==> src/rhsl_pkg.sv <==
`timescale 1ns / 1ps
`default_nettype none
// ----------------------------------------------------------------------------
// rhsl_pkg
// Shared constants and types of the RGB to HSL converter: hue sector codes,
// the per-pixel control flags and the angle constants of the hue wheel.
// ----------------------------------------------------------------------------
package rhsl_pkg;

    localparam int SECTOR_DEG      = 60;
    localparam int TURN_DEG        = 360;
    localparam int GREEN_BASE_MULT = 2;
    localparam int BLUE_BASE_MULT  = 4;

    typedef enum logic [1:0] {
        SECT_RED   = 2'd0,
        SECT_GREEN = 2'd1,
        SECT_BLUE  = 2'd2
    } t_sector;

    typedef struct packed {
        logic    gray;
        logic    neg;
        t_sector sector;
    } t_hue_ctrl;

endpackage
`default_nettype wire

==> src/rhsl_front.sv <==
`timescale 1ns / 1ps
`default_nettype none
// ----------------------------------------------------------------------------
// rhsl_front
// Two register stages ahead of the dividers: maximum, minimum, sum, hue
// sector and saturation divisor, then the scaled numerators of both quotients.
// ----------------------------------------------------------------------------
module rhsl_front
    import rhsl_pkg::*;
#(
    parameter int SAMPLE_BITS   = 8,
    parameter int HUE_FRAC_BITS = 6,
    parameter int SAT_FRAC_BITS = 12
) (
    input  wire logic                                  i_clk,
    input  wire logic                                  i_rst_n,
    input  wire logic                                  i_en,
    input  wire logic                                  i_valid,
    input  wire logic [SAMPLE_BITS-1:0]                i_red,
    input  wire logic [SAMPLE_BITS-1:0]                i_green,
    input  wire logic [SAMPLE_BITS-1:0]                i_blue,
    output      logic                                  o_valid,
    output      t_hue_ctrl                             o_ctrl,
    output      logic [SAMPLE_BITS:0]                  o_light,
    output      logic [SAMPLE_BITS+$clog2((SECTOR_DEG << HUE_FRAC_BITS)+1)-1:0] o_hnum,
    output      logic [SAMPLE_BITS+SAT_FRAC_BITS-1:0]  o_snum,
    output      logic [SAMPLE_BITS-1:0]                o_delta,
    output      logic [SAMPLE_BITS-1:0]                o_den
);

    localparam int SB    = SAMPLE_BITS;
    localparam int SIXTY = SECTOR_DEG << HUE_FRAC_BITS;
    localparam int HQW   = $clog2(SIXTY + 1);
    localparam int HNW   = SB + HQW;
    localparam int SNW   = SB + SAT_FRAC_BITS;
    localparam int SMAX  = (1 << SB) - 1;

    logic [SB-1:0] n_mx;
    logic [SB-1:0] n_mn;
    logic [SB:0]   n_sum;
    logic [SB:0]   n_den_full;
    logic [SB-1:0] n_pos;
    logic [SB-1:0] n_negv;
    t_hue_ctrl     n_ctrl;
    logic [SB-1:0] n_absdiff;

    always_comb begin
        n_mx = i_red;
        n_mn = i_red;
        if (i_green > n_mx) n_mx = i_green;
        if (i_blue > n_mx)  n_mx = i_blue;
        if (i_green < n_mn) n_mn = i_green;
        if (i_blue < n_mn)  n_mn = i_blue;
        n_sum = {1'b0, n_mx} + {1'b0, n_mn};
        if (n_sum < (SB+1)'(SMAX)) begin
            n_den_full = n_sum;
        end else begin
            n_den_full = (SB+1)'(2 * SMAX) - n_sum;
        end
    end

    always_comb begin
        n_ctrl.gray = (n_mx == n_mn);
        if (i_red == n_mx) begin
            n_ctrl.sector = SECT_RED;
            n_pos         = i_green;
            n_negv        = i_blue;
        end else if (i_green == n_mx) begin
            n_ctrl.sector = SECT_GREEN;
            n_pos         = i_blue;
            n_negv        = i_red;
        end else begin
            n_ctrl.sector = SECT_BLUE;
            n_pos         = i_red;
            n_negv        = i_green;
        end
        n_ctrl.neg = (n_pos < n_negv);
        n_absdiff  = n_ctrl.neg ? (n_negv - n_pos) : (n_pos - n_negv);
    end

    logic          r1_valid;
    t_hue_ctrl     r1_ctrl;
    logic [SB:0]   r1_sum;
    logic [SB-1:0] r1_delta;
    logic [SB-1:0] r1_den;
    logic [SB-1:0] r1_absdiff;

    logic           r2_valid;
    t_hue_ctrl      r2_ctrl;
    logic [SB:0]    r2_sum;
    logic [SB-1:0]  r2_delta;
    logic [SB-1:0]  r2_den;
    logic [HNW-1:0] r2_hnum;
    logic [SNW-1:0] r2_snum;

    always_ff @(posedge i_clk) begin
        if (!i_rst_n) begin
            r1_valid <= 1'b0;
            r2_valid <= 1'b0;
        end else if (i_en) begin
            r1_valid <= i_valid;
            r2_valid <= r1_valid;
        end
    end

    always_ff @(posedge i_clk) begin
        if (i_en) begin
            r1_ctrl    <= n_ctrl;
            r1_sum     <= n_sum;
            r1_delta   <= n_mx - n_mn;
            r1_den     <= n_den_full[SB-1:0];
            r1_absdiff <= n_absdiff;
            r2_ctrl    <= r1_ctrl;
            r2_sum     <= r1_sum;
            r2_delta   <= r1_delta;
            r2_den     <= r1_den;
            r2_hnum    <= HNW'(r1_absdiff) * HNW'(SIXTY);
            r2_snum    <= {r1_delta, {SAT_FRAC_BITS{1'b0}}};
        end
    end

    assign o_valid = r2_valid;
    assign o_ctrl  = r2_ctrl;
    assign o_light = r2_sum;
    assign o_hnum  = r2_hnum;
    assign o_snum  = r2_snum;
    assign o_delta = r2_delta;
    assign o_den   = r2_den;

endmodule
`default_nettype wire

==> src/rhsl_div_pipe.sv <==
`timescale 1ns / 1ps
`default_nettype none
// ----------------------------------------------------------------------------
// rhsl_div_pipe
// Pipelined restoring divider with a hue lane and a saturation lane. Each
// stage settles one quotient bit of both lanes, most significant bit first.
// ----------------------------------------------------------------------------
module rhsl_div_pipe
    import rhsl_pkg::*;
#(
    parameter int SAMPLE_BITS = 8,
    parameter int QUO_W       = 13,
    parameter int HNUM_W      = 20,
    parameter int SNUM_W      = 20
) (
    input  wire logic                   i_clk,
    input  wire logic                   i_rst_n,
    input  wire logic                   i_en,
    input  wire logic                   i_valid,
    input  wire t_hue_ctrl              i_ctrl,
    input  wire logic [SAMPLE_BITS:0]   i_light,
    input  wire logic [HNUM_W-1:0]      i_hnum,
    input  wire logic [SNUM_W-1:0]      i_snum,
    input  wire logic [SAMPLE_BITS-1:0] i_delta,
    input  wire logic [SAMPLE_BITS-1:0] i_den,
    output      logic                   o_valid,
    output      t_hue_ctrl              o_ctrl,
    output      logic [SAMPLE_BITS:0]   o_light,
    output      logic [QUO_W-1:0]       o_hquo,
    output      logic                   o_hrem_nz,
    output      logic [QUO_W-1:0]       o_squo
);

    localparam int SB = SAMPLE_BITS;
    localparam int RW = SB + QUO_W;

    logic            r_valid [QUO_W];
    t_hue_ctrl       r_ctrl  [QUO_W];
    logic [SB:0]     r_light [QUO_W];
    logic [RW-1:0]   r_hrem  [QUO_W];
    logic [SB-1:0]   r_hden  [QUO_W];
    logic [QUO_W-1:0] r_hquo [QUO_W];
    logic [RW-1:0]   r_srem  [QUO_W];
    logic [SB-1:0]   r_sden  [QUO_W];
    logic [QUO_W-1:0] r_squo [QUO_W];

    for (genvar s = 0; s < QUO_W; s++) begin : g_stage
        localparam int K = QUO_W - 1 - s;

        logic             w_valid;
        t_hue_ctrl        w_ctrl;
        logic [SB:0]      w_light;
        logic [RW-1:0]    w_hrem;
        logic [SB-1:0]    w_hden;
        logic [QUO_W-1:0] w_hquo;
        logic [RW-1:0]    w_srem;
        logic [SB-1:0]    w_sden;
        logic [QUO_W-1:0] w_squo;
        logic [RW-1:0]    n_hcmp;
        logic [RW-1:0]    n_scmp;
        logic             n_hge;
        logic             n_sge;

        if (s == 0) begin : g_first
            assign w_valid = i_valid;
            assign w_ctrl  = i_ctrl;
            assign w_light = i_light;
            assign w_hrem  = RW'(i_hnum);
            assign w_hden  = i_delta;
            assign w_hquo  = '0;
            assign w_srem  = RW'(i_snum);
            assign w_sden  = i_den;
            assign w_squo  = '0;
        end else begin : g_next
            assign w_valid = r_valid[s-1];
            assign w_ctrl  = r_ctrl[s-1];
            assign w_light = r_light[s-1];
            assign w_hrem  = r_hrem[s-1];
            assign w_hden  = r_hden[s-1];
            assign w_hquo  = r_hquo[s-1];
            assign w_srem  = r_srem[s-1];
            assign w_sden  = r_sden[s-1];
            assign w_squo  = r_squo[s-1];
        end

        assign n_hcmp = {{QUO_W{1'b0}}, w_hden} << K;
        assign n_scmp = {{QUO_W{1'b0}}, w_sden} << K;
        assign n_hge  = (w_hrem >= n_hcmp);
        assign n_sge  = (w_srem >= n_scmp);

        always_ff @(posedge i_clk) begin
            if (!i_rst_n) begin
                r_valid[s] <= 1'b0;
            end else if (i_en) begin
                r_valid[s] <= w_valid;
            end
        end

        always_ff @(posedge i_clk) begin
            if (i_en) begin
                r_ctrl[s]     <= w_ctrl;
                r_light[s]    <= w_light;
                r_hden[s]     <= w_hden;
                r_sden[s]     <= w_sden;
                r_hrem[s]     <= n_hge ? (w_hrem - n_hcmp) : w_hrem;
                r_srem[s]     <= n_sge ? (w_srem - n_scmp) : w_srem;
                r_hquo[s]     <= w_hquo | (QUO_W'(n_hge) << K);
                r_squo[s]     <= w_squo | (QUO_W'(n_sge) << K);
            end
        end
    end

    assign o_valid   = r_valid[QUO_W-1];
    assign o_ctrl    = r_ctrl[QUO_W-1];
    assign o_light   = r_light[QUO_W-1];
    assign o_hquo    = r_hquo[QUO_W-1];
    assign o_hrem_nz = (r_hrem[QUO_W-1] != '0);
    assign o_squo    = r_squo[QUO_W-1];

endmodule
`default_nettype wire

==> src/rhsl_back.sv <==
`timescale 1ns / 1ps
`default_nettype none
// ----------------------------------------------------------------------------
// rhsl_back
// Final hue assembly (sector base, rounding toward minus infinity, wrap into
// one turn), gray masking, and the output register with its skid stage.
// ----------------------------------------------------------------------------
module rhsl_back
    import rhsl_pkg::*;
#(
    parameter int SAMPLE_BITS   = 8,
    parameter int HUE_FRAC_BITS = 6,
    parameter int SAT_FRAC_BITS = 12,
    parameter int QUO_W         = 13
) (
    input  wire logic                                        i_clk,
    input  wire logic                                        i_rst_n,
    input  wire logic                                        i_valid,
    input  wire t_hue_ctrl                                   i_ctrl,
    input  wire logic [SAMPLE_BITS:0]                        i_light,
    input  wire logic [QUO_W-1:0]                            i_hquo,
    input  wire logic                                        i_hrem_nz,
    input  wire logic [QUO_W-1:0]                            i_squo,
    output      logic                                        o_ready,
    output      logic                                        o_valid,
    input  wire logic                                        i_ready,
    output      logic [$clog2(TURN_DEG << HUE_FRAC_BITS)-1:0] o_hue,
    output      logic [SAT_FRAC_BITS:0]                      o_sat,
    output      logic [SAMPLE_BITS:0]                        o_light
);

    localparam int SIXTY = SECTOR_DEG << HUE_FRAC_BITS;
    localparam int TURN  = TURN_DEG << HUE_FRAC_BITS;
    localparam int HW    = $clog2(TURN);
    localparam int HQW   = $clog2(SIXTY + 1);
    localparam int SW    = SAT_FRAC_BITS + 1;
    localparam int LW    = SAMPLE_BITS + 1;

    logic [HQW:0]    n_hmag;
    logic [HW:0]     n_base;
    logic [HW:0]     n_hsum;
    logic [HW:0]     n_hfix;
    logic [HW-1:0]   n_hue;
    logic [SW-1:0]   n_sat;

    always_comb begin
        case (i_ctrl.sector)
            SECT_GREEN: n_base = (HW+1)'(GREEN_BASE_MULT * SIXTY);
            SECT_BLUE:  n_base = (HW+1)'(BLUE_BASE_MULT * SIXTY);
            default:    n_base = '0;
        endcase
        if (i_ctrl.neg) begin
            n_hmag = {1'b0, i_hquo[HQW-1:0]} + (HQW+1)'(i_hrem_nz);
            n_hsum = n_base - (HW+1)'(n_hmag);
        end else begin
            n_hmag = {1'b0, i_hquo[HQW-1:0]};
            n_hsum = n_base + (HW+1)'(n_hmag);
        end
        n_hfix = n_hsum[HW] ? (n_hsum + (HW+1)'(TURN)) : n_hsum;
        n_hue  = i_ctrl.gray ? '0 : n_hfix[HW-1:0];
        n_sat  = i_ctrl.gray ? '0 : i_squo[SW-1:0];
    end

    logic          r_out_v;
    logic [HW-1:0] r_out_hue;
    logic [SW-1:0] r_out_sat;
    logic [LW-1:0] r_out_light;
    logic          r_skid_v;
    logic [HW-1:0] r_skid_hue;
    logic [SW-1:0] r_skid_sat;
    logic [LW-1:0] r_skid_light;

    logic n_stall;
    assign n_stall = r_out_v && !i_ready;
    assign o_ready = !r_skid_v;

    always_ff @(posedge i_clk) begin
        if (!i_rst_n) begin
            r_out_v  <= 1'b0;
            r_skid_v <= 1'b0;
        end else if (n_stall) begin
            if (i_valid && !r_skid_v) r_skid_v <= 1'b1;
        end else if (r_skid_v) begin
            r_out_v  <= 1'b1;
            r_skid_v <= 1'b0;
        end else begin
            r_out_v <= i_valid;
        end
    end

    always_ff @(posedge i_clk) begin
        if (n_stall) begin
            if (!r_skid_v) begin
                r_skid_hue   <= n_hue;
                r_skid_sat   <= n_sat;
                r_skid_light <= i_light;
            end
        end else if (r_skid_v) begin
            r_out_hue   <= r_skid_hue;
            r_out_sat   <= r_skid_sat;
            r_out_light <= r_skid_light;
        end else begin
            r_out_hue   <= n_hue;
            r_out_sat   <= n_sat;
            r_out_light <= i_light;
        end
    end

    assign o_valid = r_out_v;
    assign o_hue   = r_out_hue;
    assign o_sat   = r_out_sat;
    assign o_light = r_out_light;

    a_skid_only_when_stalled: assert property (@(posedge i_clk) disable iff (!i_rst_n)
        $rose(r_skid_v) |-> $past(r_out_v && !i_ready))
        else $error("skid stage filled while the output was free");

    a_skid_implies_out: assert property (@(posedge i_clk) disable iff (!i_rst_n)
        r_skid_v |-> r_out_v)
        else $error("skid stage holds a result ahead of an empty output");

    a_hue_in_turn: assert property (@(posedge i_clk) disable iff (!i_rst_n)
        r_out_v |-> (r_out_hue < HW'(TURN)))
        else $error("hue outside one full turn");

    a_sat_in_range: assert property (@(posedge i_clk) disable iff (!i_rst_n)
        r_out_v |-> (r_out_sat <= SW'(1 << SAT_FRAC_BITS)))
        else $error("saturation above full scale");

endmodule
`default_nettype wire

==> src/rgb_to_hsl_convert.sv <==
`timescale 1ns / 1ps
`default_nettype none
// ----------------------------------------------------------------------------
// rgb_to_hsl_convert
// Streaming RGB to HSL pixel converter with pipelined dividers.
// ----------------------------------------------------------------------------
// The block takes one pixel per clock while o_s_axis_tready is high and returns
// one HSL result per pixel in the same order. The pipeline holds two front
// stages for the extremes and numerators, one divider stage per quotient bit
// (QUO_W bits, the larger of SAT_FRAC_BITS + 1 and the bit count of a
// sixty-degree hue step), and the output register. A skid stage at the output
// registers the input ready, so the downstream ready has no combinational path
// to it; once a downstream stall ends, the pipeline holds while the skid stage
// empties.
module rgb_to_hsl_convert
    import rhsl_pkg::*;
#(
    parameter int SAMPLE_BITS   = 8,
    parameter int HUE_FRAC_BITS = 6,
    parameter int SAT_FRAC_BITS = 12
) (
    input  wire logic i_clk,
    input  wire logic i_rst_n,
    input  wire logic i_s_axis_tvalid,
    output      logic o_s_axis_tready,
    // Fields from bit 0 up: red, green, blue, zero padding.
    input  wire logic [((3*SAMPLE_BITS+7)/8)*8-1:0] i_s_axis_tdata,
    output      logic o_m_axis_tvalid,
    input  wire logic i_m_axis_tready,
    // Fields from bit 0 up: hue, saturation, lightness_twice, zero padding.
    output      logic [(($clog2(TURN_DEG << HUE_FRAC_BITS) + SAT_FRAC_BITS + SAMPLE_BITS + 2
                         + 7) / 8) * 8 - 1:0] o_m_axis_tdata
);

    localparam int SB     = SAMPLE_BITS;
    localparam int SIXTY  = SECTOR_DEG << HUE_FRAC_BITS;
    localparam int HQW    = $clog2(SIXTY + 1);
    localparam int SW     = SAT_FRAC_BITS + 1;
    localparam int QUO_W  = (SW > HQW) ? SW : HQW;
    localparam int HNW    = SB + HQW;
    localparam int SNW    = SB + SAT_FRAC_BITS;
    localparam int HW     = $clog2(TURN_DEG << HUE_FRAC_BITS);
    localparam int LW     = SB + 1;
    localparam int OUT_W  = HW + SW + LW;
    localparam int OUT_DW = ((OUT_W + 7) / 8) * 8;

    logic           w_en;
    logic           w_f_valid;
    t_hue_ctrl      w_f_ctrl;
    logic [SB:0]    w_f_light;
    logic [HNW-1:0] w_f_hnum;
    logic [SNW-1:0] w_f_snum;
    logic [SB-1:0]  w_f_delta;
    logic [SB-1:0]  w_f_den;

    logic             w_d_valid;
    t_hue_ctrl        w_d_ctrl;
    logic [SB:0]      w_d_light;
    logic [QUO_W-1:0] w_d_hquo;
    logic             w_d_hrem_nz;
    logic [QUO_W-1:0] w_d_squo;

    logic [HW-1:0] w_hue;
    logic [SW-1:0] w_sat;
    logic [LW-1:0] w_light;

    rhsl_front #(
        .SAMPLE_BITS  (SAMPLE_BITS),
        .HUE_FRAC_BITS(HUE_FRAC_BITS),
        .SAT_FRAC_BITS(SAT_FRAC_BITS)
    ) u_front (
        .i_clk  (i_clk),
        .i_rst_n(i_rst_n),
        .i_en   (w_en),
        .i_valid(i_s_axis_tvalid),
        .i_red  (i_s_axis_tdata[SB-1:0]),
        .i_green(i_s_axis_tdata[2*SB-1:SB]),
        .i_blue (i_s_axis_tdata[3*SB-1:2*SB]),
        .o_valid(w_f_valid),
        .o_ctrl (w_f_ctrl),
        .o_light(w_f_light),
        .o_hnum (w_f_hnum),
        .o_snum (w_f_snum),
        .o_delta(w_f_delta),
        .o_den  (w_f_den)
    );

    rhsl_div_pipe #(
        .SAMPLE_BITS(SAMPLE_BITS),
        .QUO_W      (QUO_W),
        .HNUM_W     (HNW),
        .SNUM_W     (SNW)
    ) u_div (
        .i_clk    (i_clk),
        .i_rst_n  (i_rst_n),
        .i_en     (w_en),
        .i_valid  (w_f_valid),
        .i_ctrl   (w_f_ctrl),
        .i_light  (w_f_light),
        .i_hnum   (w_f_hnum),
        .i_snum   (w_f_snum),
        .i_delta  (w_f_delta),
        .i_den    (w_f_den),
        .o_valid  (w_d_valid),
        .o_ctrl   (w_d_ctrl),
        .o_light  (w_d_light),
        .o_hquo   (w_d_hquo),
        .o_hrem_nz(w_d_hrem_nz),
        .o_squo   (w_d_squo)
    );

    rhsl_back #(
        .SAMPLE_BITS  (SAMPLE_BITS),
        .HUE_FRAC_BITS(HUE_FRAC_BITS),
        .SAT_FRAC_BITS(SAT_FRAC_BITS),
        .QUO_W        (QUO_W)
    ) u_back (
        .i_clk    (i_clk),
        .i_rst_n  (i_rst_n),
        .i_valid  (w_d_valid),
        .i_ctrl   (w_d_ctrl),
        .i_light  (w_d_light),
        .i_hquo   (w_d_hquo),
        .i_hrem_nz(w_d_hrem_nz),
        .i_squo   (w_d_squo),
        .o_ready  (w_en),
        .o_valid  (o_m_axis_tvalid),
        .i_ready  (i_m_axis_tready),
        .o_hue    (w_hue),
        .o_sat    (w_sat),
        .o_light  (w_light)
    );

    assign o_s_axis_tready = w_en;
    assign o_m_axis_tdata  = OUT_DW'({w_light, w_sat, w_hue});

endmodule
`default_nettype wire

==> config.mk <==
export PLATFORM = sky130hd
export DESIGN_NAME = rgb_to_hsl_convert
export DESIGN_NICKNAME = d
export VERILOG_FILES = /design/src/rhsl_pkg.sv /design/src/rhsl_front.sv /design/src/rhsl_div_pipe.sv /design/src/rhsl_back.sv /design/src/rgb_to_hsl_convert.sv
export SDC_FILE = /design/constraint.sdc
export NUM_CORES = 2
export LEC_CHECK = 0
export ABC_AREA = 1
export ABC_CLOCK_PERIOD_IN_PS = 42500
export BUFFER_PORTS_ARGS = -buffer_cell sky130_fd_sc_hd__buf_4
export CORE_ASPECT_RATIO = 1.75
export CORE_UTILIZATION = 38
export DETAILED_ROUTE_END_ITERATION = 10
export MAX_ROUTING_LAYER = met4
export PLACE_DENSITY_LB_ADDON = 0.05
export SLEW_MARGIN = 10
export SYNTH_ARGS = -nofsm -noshare
export SYNTH_HDL_FRONTEND = slang
export SYNTH_SLANG_ARGS = --single-unit
==> constraint.sdc <==
create_clock -name i_clk -period 42.5 [get_ports i_clk]
set_input_delay 8.5 -clock i_clk [delete_from_list [all_inputs] [get_ports i_clk]]
set_output_delay 8.5 -clock i_clk [all_outputs]
set_load 0.02 [all_outputs]
==> summary.txt <==
Outcome
  – Status: completed

Cells and area
  – Register area: 31480 µm²
  – Share of layout cells above drive strength 1: 7.443%
  – Area growth, synth to finish: 11.84%
  – FILL cells: 12560
  – Fin cells: 6296
  – Multi-input gate area: 16810 µm²
  – Final nets: 4885
  – Post-route cell area: 56860 µm²

Routing
  – Vias per cell: 4.770
  – Post-route ant nets: 0
  – Routed Wire Length: 105.6 mm
  – Routed len/inst: 16.77 µm
  – First DRT Iteration DRCs: 1238
  – Total iterations of the first detailed-routing run: 5
  – # DRC: 0
  – Vias: 30030

Floorplan
  – Initial Util: 38.26%
  – Ports: 70
  – Std cell rows: 177
  – Die Y: 485.9 µm
  – Area of the core: 132900 µm²
  – Die area: 135300 µm²
  – Die X: 278.5 µm

Power
  – Power Total: 4.973 mW
  – PwrDens: 87.46 nW/µm²
  – Worst IR Drop VDD: 0.0001068 V
  – P_leak: 23.37 nW

CTS
  – Post-CTS Setup Bufs: 0
  – Number of buffers created by CTS: 102
  – Clock Latency Late Sink: 0.71 ns
  – Clock-pin transition on the worst setup and hold timing paths: 0.06 ns
  – H-tree depth: 3
  – Hold bufs inserted after CTS: 0
  – Root Driver: clkbuf_16
  – TritonCTS Sinks: 1050
  – TritonCTS clock tree: built
  – Clk buf depth: 3
  – Resize count post-CTS: 0

Logic synthesis
  – Async set-reset flop share out of synthesis: 0%
  – Sequential fraction of the synthesis area: 61.92%
  – Main combinational cell family by area after synthesis: simple AND/OR/NAND/NOR gates
  – Synth Area in XOR/XNOR: 5.048%
  – Adder-cell area share of the yosys netlist: 9.101%
  – Cells after Synth: 4368
  – Top cells by count, synth: 1045 x edfxtp_1, 698 x nand2_1, 591 x inv_1
  – Mapped Avg Cell Area: 11.64 µm²
  – Synthesized flop and latch total: 1050
  – Share of the synthesized area in the top cell type: 61.72%
  – Mux cell area share after synthesis: 0.02215%
  – Cell taking the most area after synthesis: edfxtp_1
  – Post-Synth Simple-Gate Area: 11.63%
  – Number of synthesized flops with an enable pin: 1045
  – Synth Flop Type: edfxtp_1
  – Dominant cells by area after synthesis: edfxtp_1 62%, ha_1 7.4%, nand2_1 5.2%
  – Top-count cell post-synth: edfxtp_1
  – Synth Cell Area: 50840 µm²
  – Yosys warns: 0
  – Yosys cell types: 73
  – Synth Area in Compound Gates: 7.216%

Global routing
  – Initial antenna violation count: 1
  – Overall Global Routing Usage: 16.22%
  – First-pass GRT wire length: 163.6 mm
  – Vias in the first global route: 31290
  – Gr ovfl total: 0
  – Largest net degree at the start of global routing: 180

Worst setup path
  – Req. time, crit path: 42.96 ns
  – CP dominant cell by count: nand2_1
  – CP max-delay cell: a21oi_1
  – Startpoint types: primary input
  – Critical Path Max Stage Delay: 0.52 ns
  – WS Path Type: primary input to flip-flop
  – Critical path endpoint category: flip-flop
  – Signal arrival time at the worst endpoint: 16.02 ns
  – Crit Path Max Fanout: 29

Worst hold path
  – Hold Path Class: flip-flop to flip-flop

STA
  – Slew Viols, Final: 0
  – Fin crit share: 36.62%
  – Minimum clock period: 15.56 ns
  – Setup tns final: 0 ns
  – Setup ws final: 26.94 ns
  – Highest Clock Rate: 64.25 MHz
  – Final setup fails: 0
  – RSZ-0062 raised after global routing: no
  – Fin Clk Skew: 0.01594 ns
  – Slew @ Worst Pin: 1.019 ns
  – Slew HR: 31.79%
  – Endpoints failing hold: 0

Place
  – Placer Congestion: 0.8361
  – DP Worst Slack: 25.98 ns
  – Number of port buffers: 66
  – Post-DP Area: 53440 µm²
  – DP HPWL: 79.57 mm
  – Dpl cells: 6109

Job
  – Max-cap violation count: 0
==> layout by cell type (no fill, tap or decap), drive strengths merged, types with 15 or more instances in the layout <==
master and count:
nor2 340, nor4 30, inv 614, a21oi 216, fa 43, clkbuf 121, xor2 187, nand2 716
ha 301, edfxtp 1045, clkinv 49, bufinv 15, nand4 39, o21ai 306, xnor2 106, buf 88
nand3 162, nor3 52
==> cell type report <==
type                    count  area share (%)
diodes                      1        0.004401
clock buffers             121           4.652
clock inverters            65           1.358
inverters                 615           4.084
multi-input cells        2656           29.56
flip-flops and latches   1050           55.37
well taps                1700           3.741
repair buffers             88           1.228
==> critical path, delay by kind of cell <==
family,cells,cell delay (ns)
and+or+nand+nor,26,3.86
buffers and inverters,9,1.39
AOI/OAI and AO/OA,4,1.08
adders and majority gates,3,1.01
xor gates and xnor gates,1,0.14
==> registers in the layout, summed over array words and instances (netlist names), 9 cells and up <==
register,count
u_back.o_sat,13
u_div.r_sden,85
u_back.r_skid_light,9
u_back.o_hue,15
u_front.o_hnum,12
u_div.r_hrem,205
u_div.r_ctrl,52
u_back.r_skid_sat,13
u_div.r_hden,95
u_div.r_squo,91
u_back.o_light,9
u_div.r_valid,13
u_div.r_hquo,78
u_div.r_srem,174
u_back.r_skid_hue,15
u_div.r_light,105
==> cell families after synthesis <==
kind of cell               Yosys count
and+or+nand+nor                   1370
adders and majority gates          344
other                                1
AOI/OAI and AO/OA                  645
DFF                               1050
muxes                                1
xor gates and xnor gates           293
buffers and inverters              664
==> stage by stage <==
step                hold slack, ns  utilization (%)
floorplan                   0.4003                -
global placement            0.4002            40.22
detailed placement          0.4045            40.22
CTS                         0.4037            42.79
global route                0.4143            42.79
finish                      0.4111            42.79
==> power breakdown <==
part / switching (mW) / internal [mW]
Clock: 0.393 / 0.537
Sequential: 0.259 / 1.81
Combinational: 1.18 / 0.794
==> per-layer routing <==
metal	up-vias	part of all wire (%)	track usage (%)
met3	195	2.0	1.801
met1	14130	31	12.63
met5	-	0	-
met4	0	4.4	7.589
met2	302	63	35.16
li1	15410	-	-
==> final timing paths <==
| kind | slack [ns] | startpoint | cells after the start | end |
|---|---|---|---|---|
| worst max-delay path | 26.94 | i_s_axis_tdata[3] | 43 | u_front.r1_absdiff[3] |
| worst min-delay path | 0.41 | u_div.r_hquo[2][33] | 0 | u_div.r_hquo[2][46] |
| worst max register to register | 38.01 | u_div.r_hrem[12][1] | 22 | u_back.r_skid_hue[13] |
| worst min register to register | 0.41 | u_div.r_hquo[2][33] | 0 | u_div.r_hquo[2][46] |
Power figures use the tool's default switching activity.
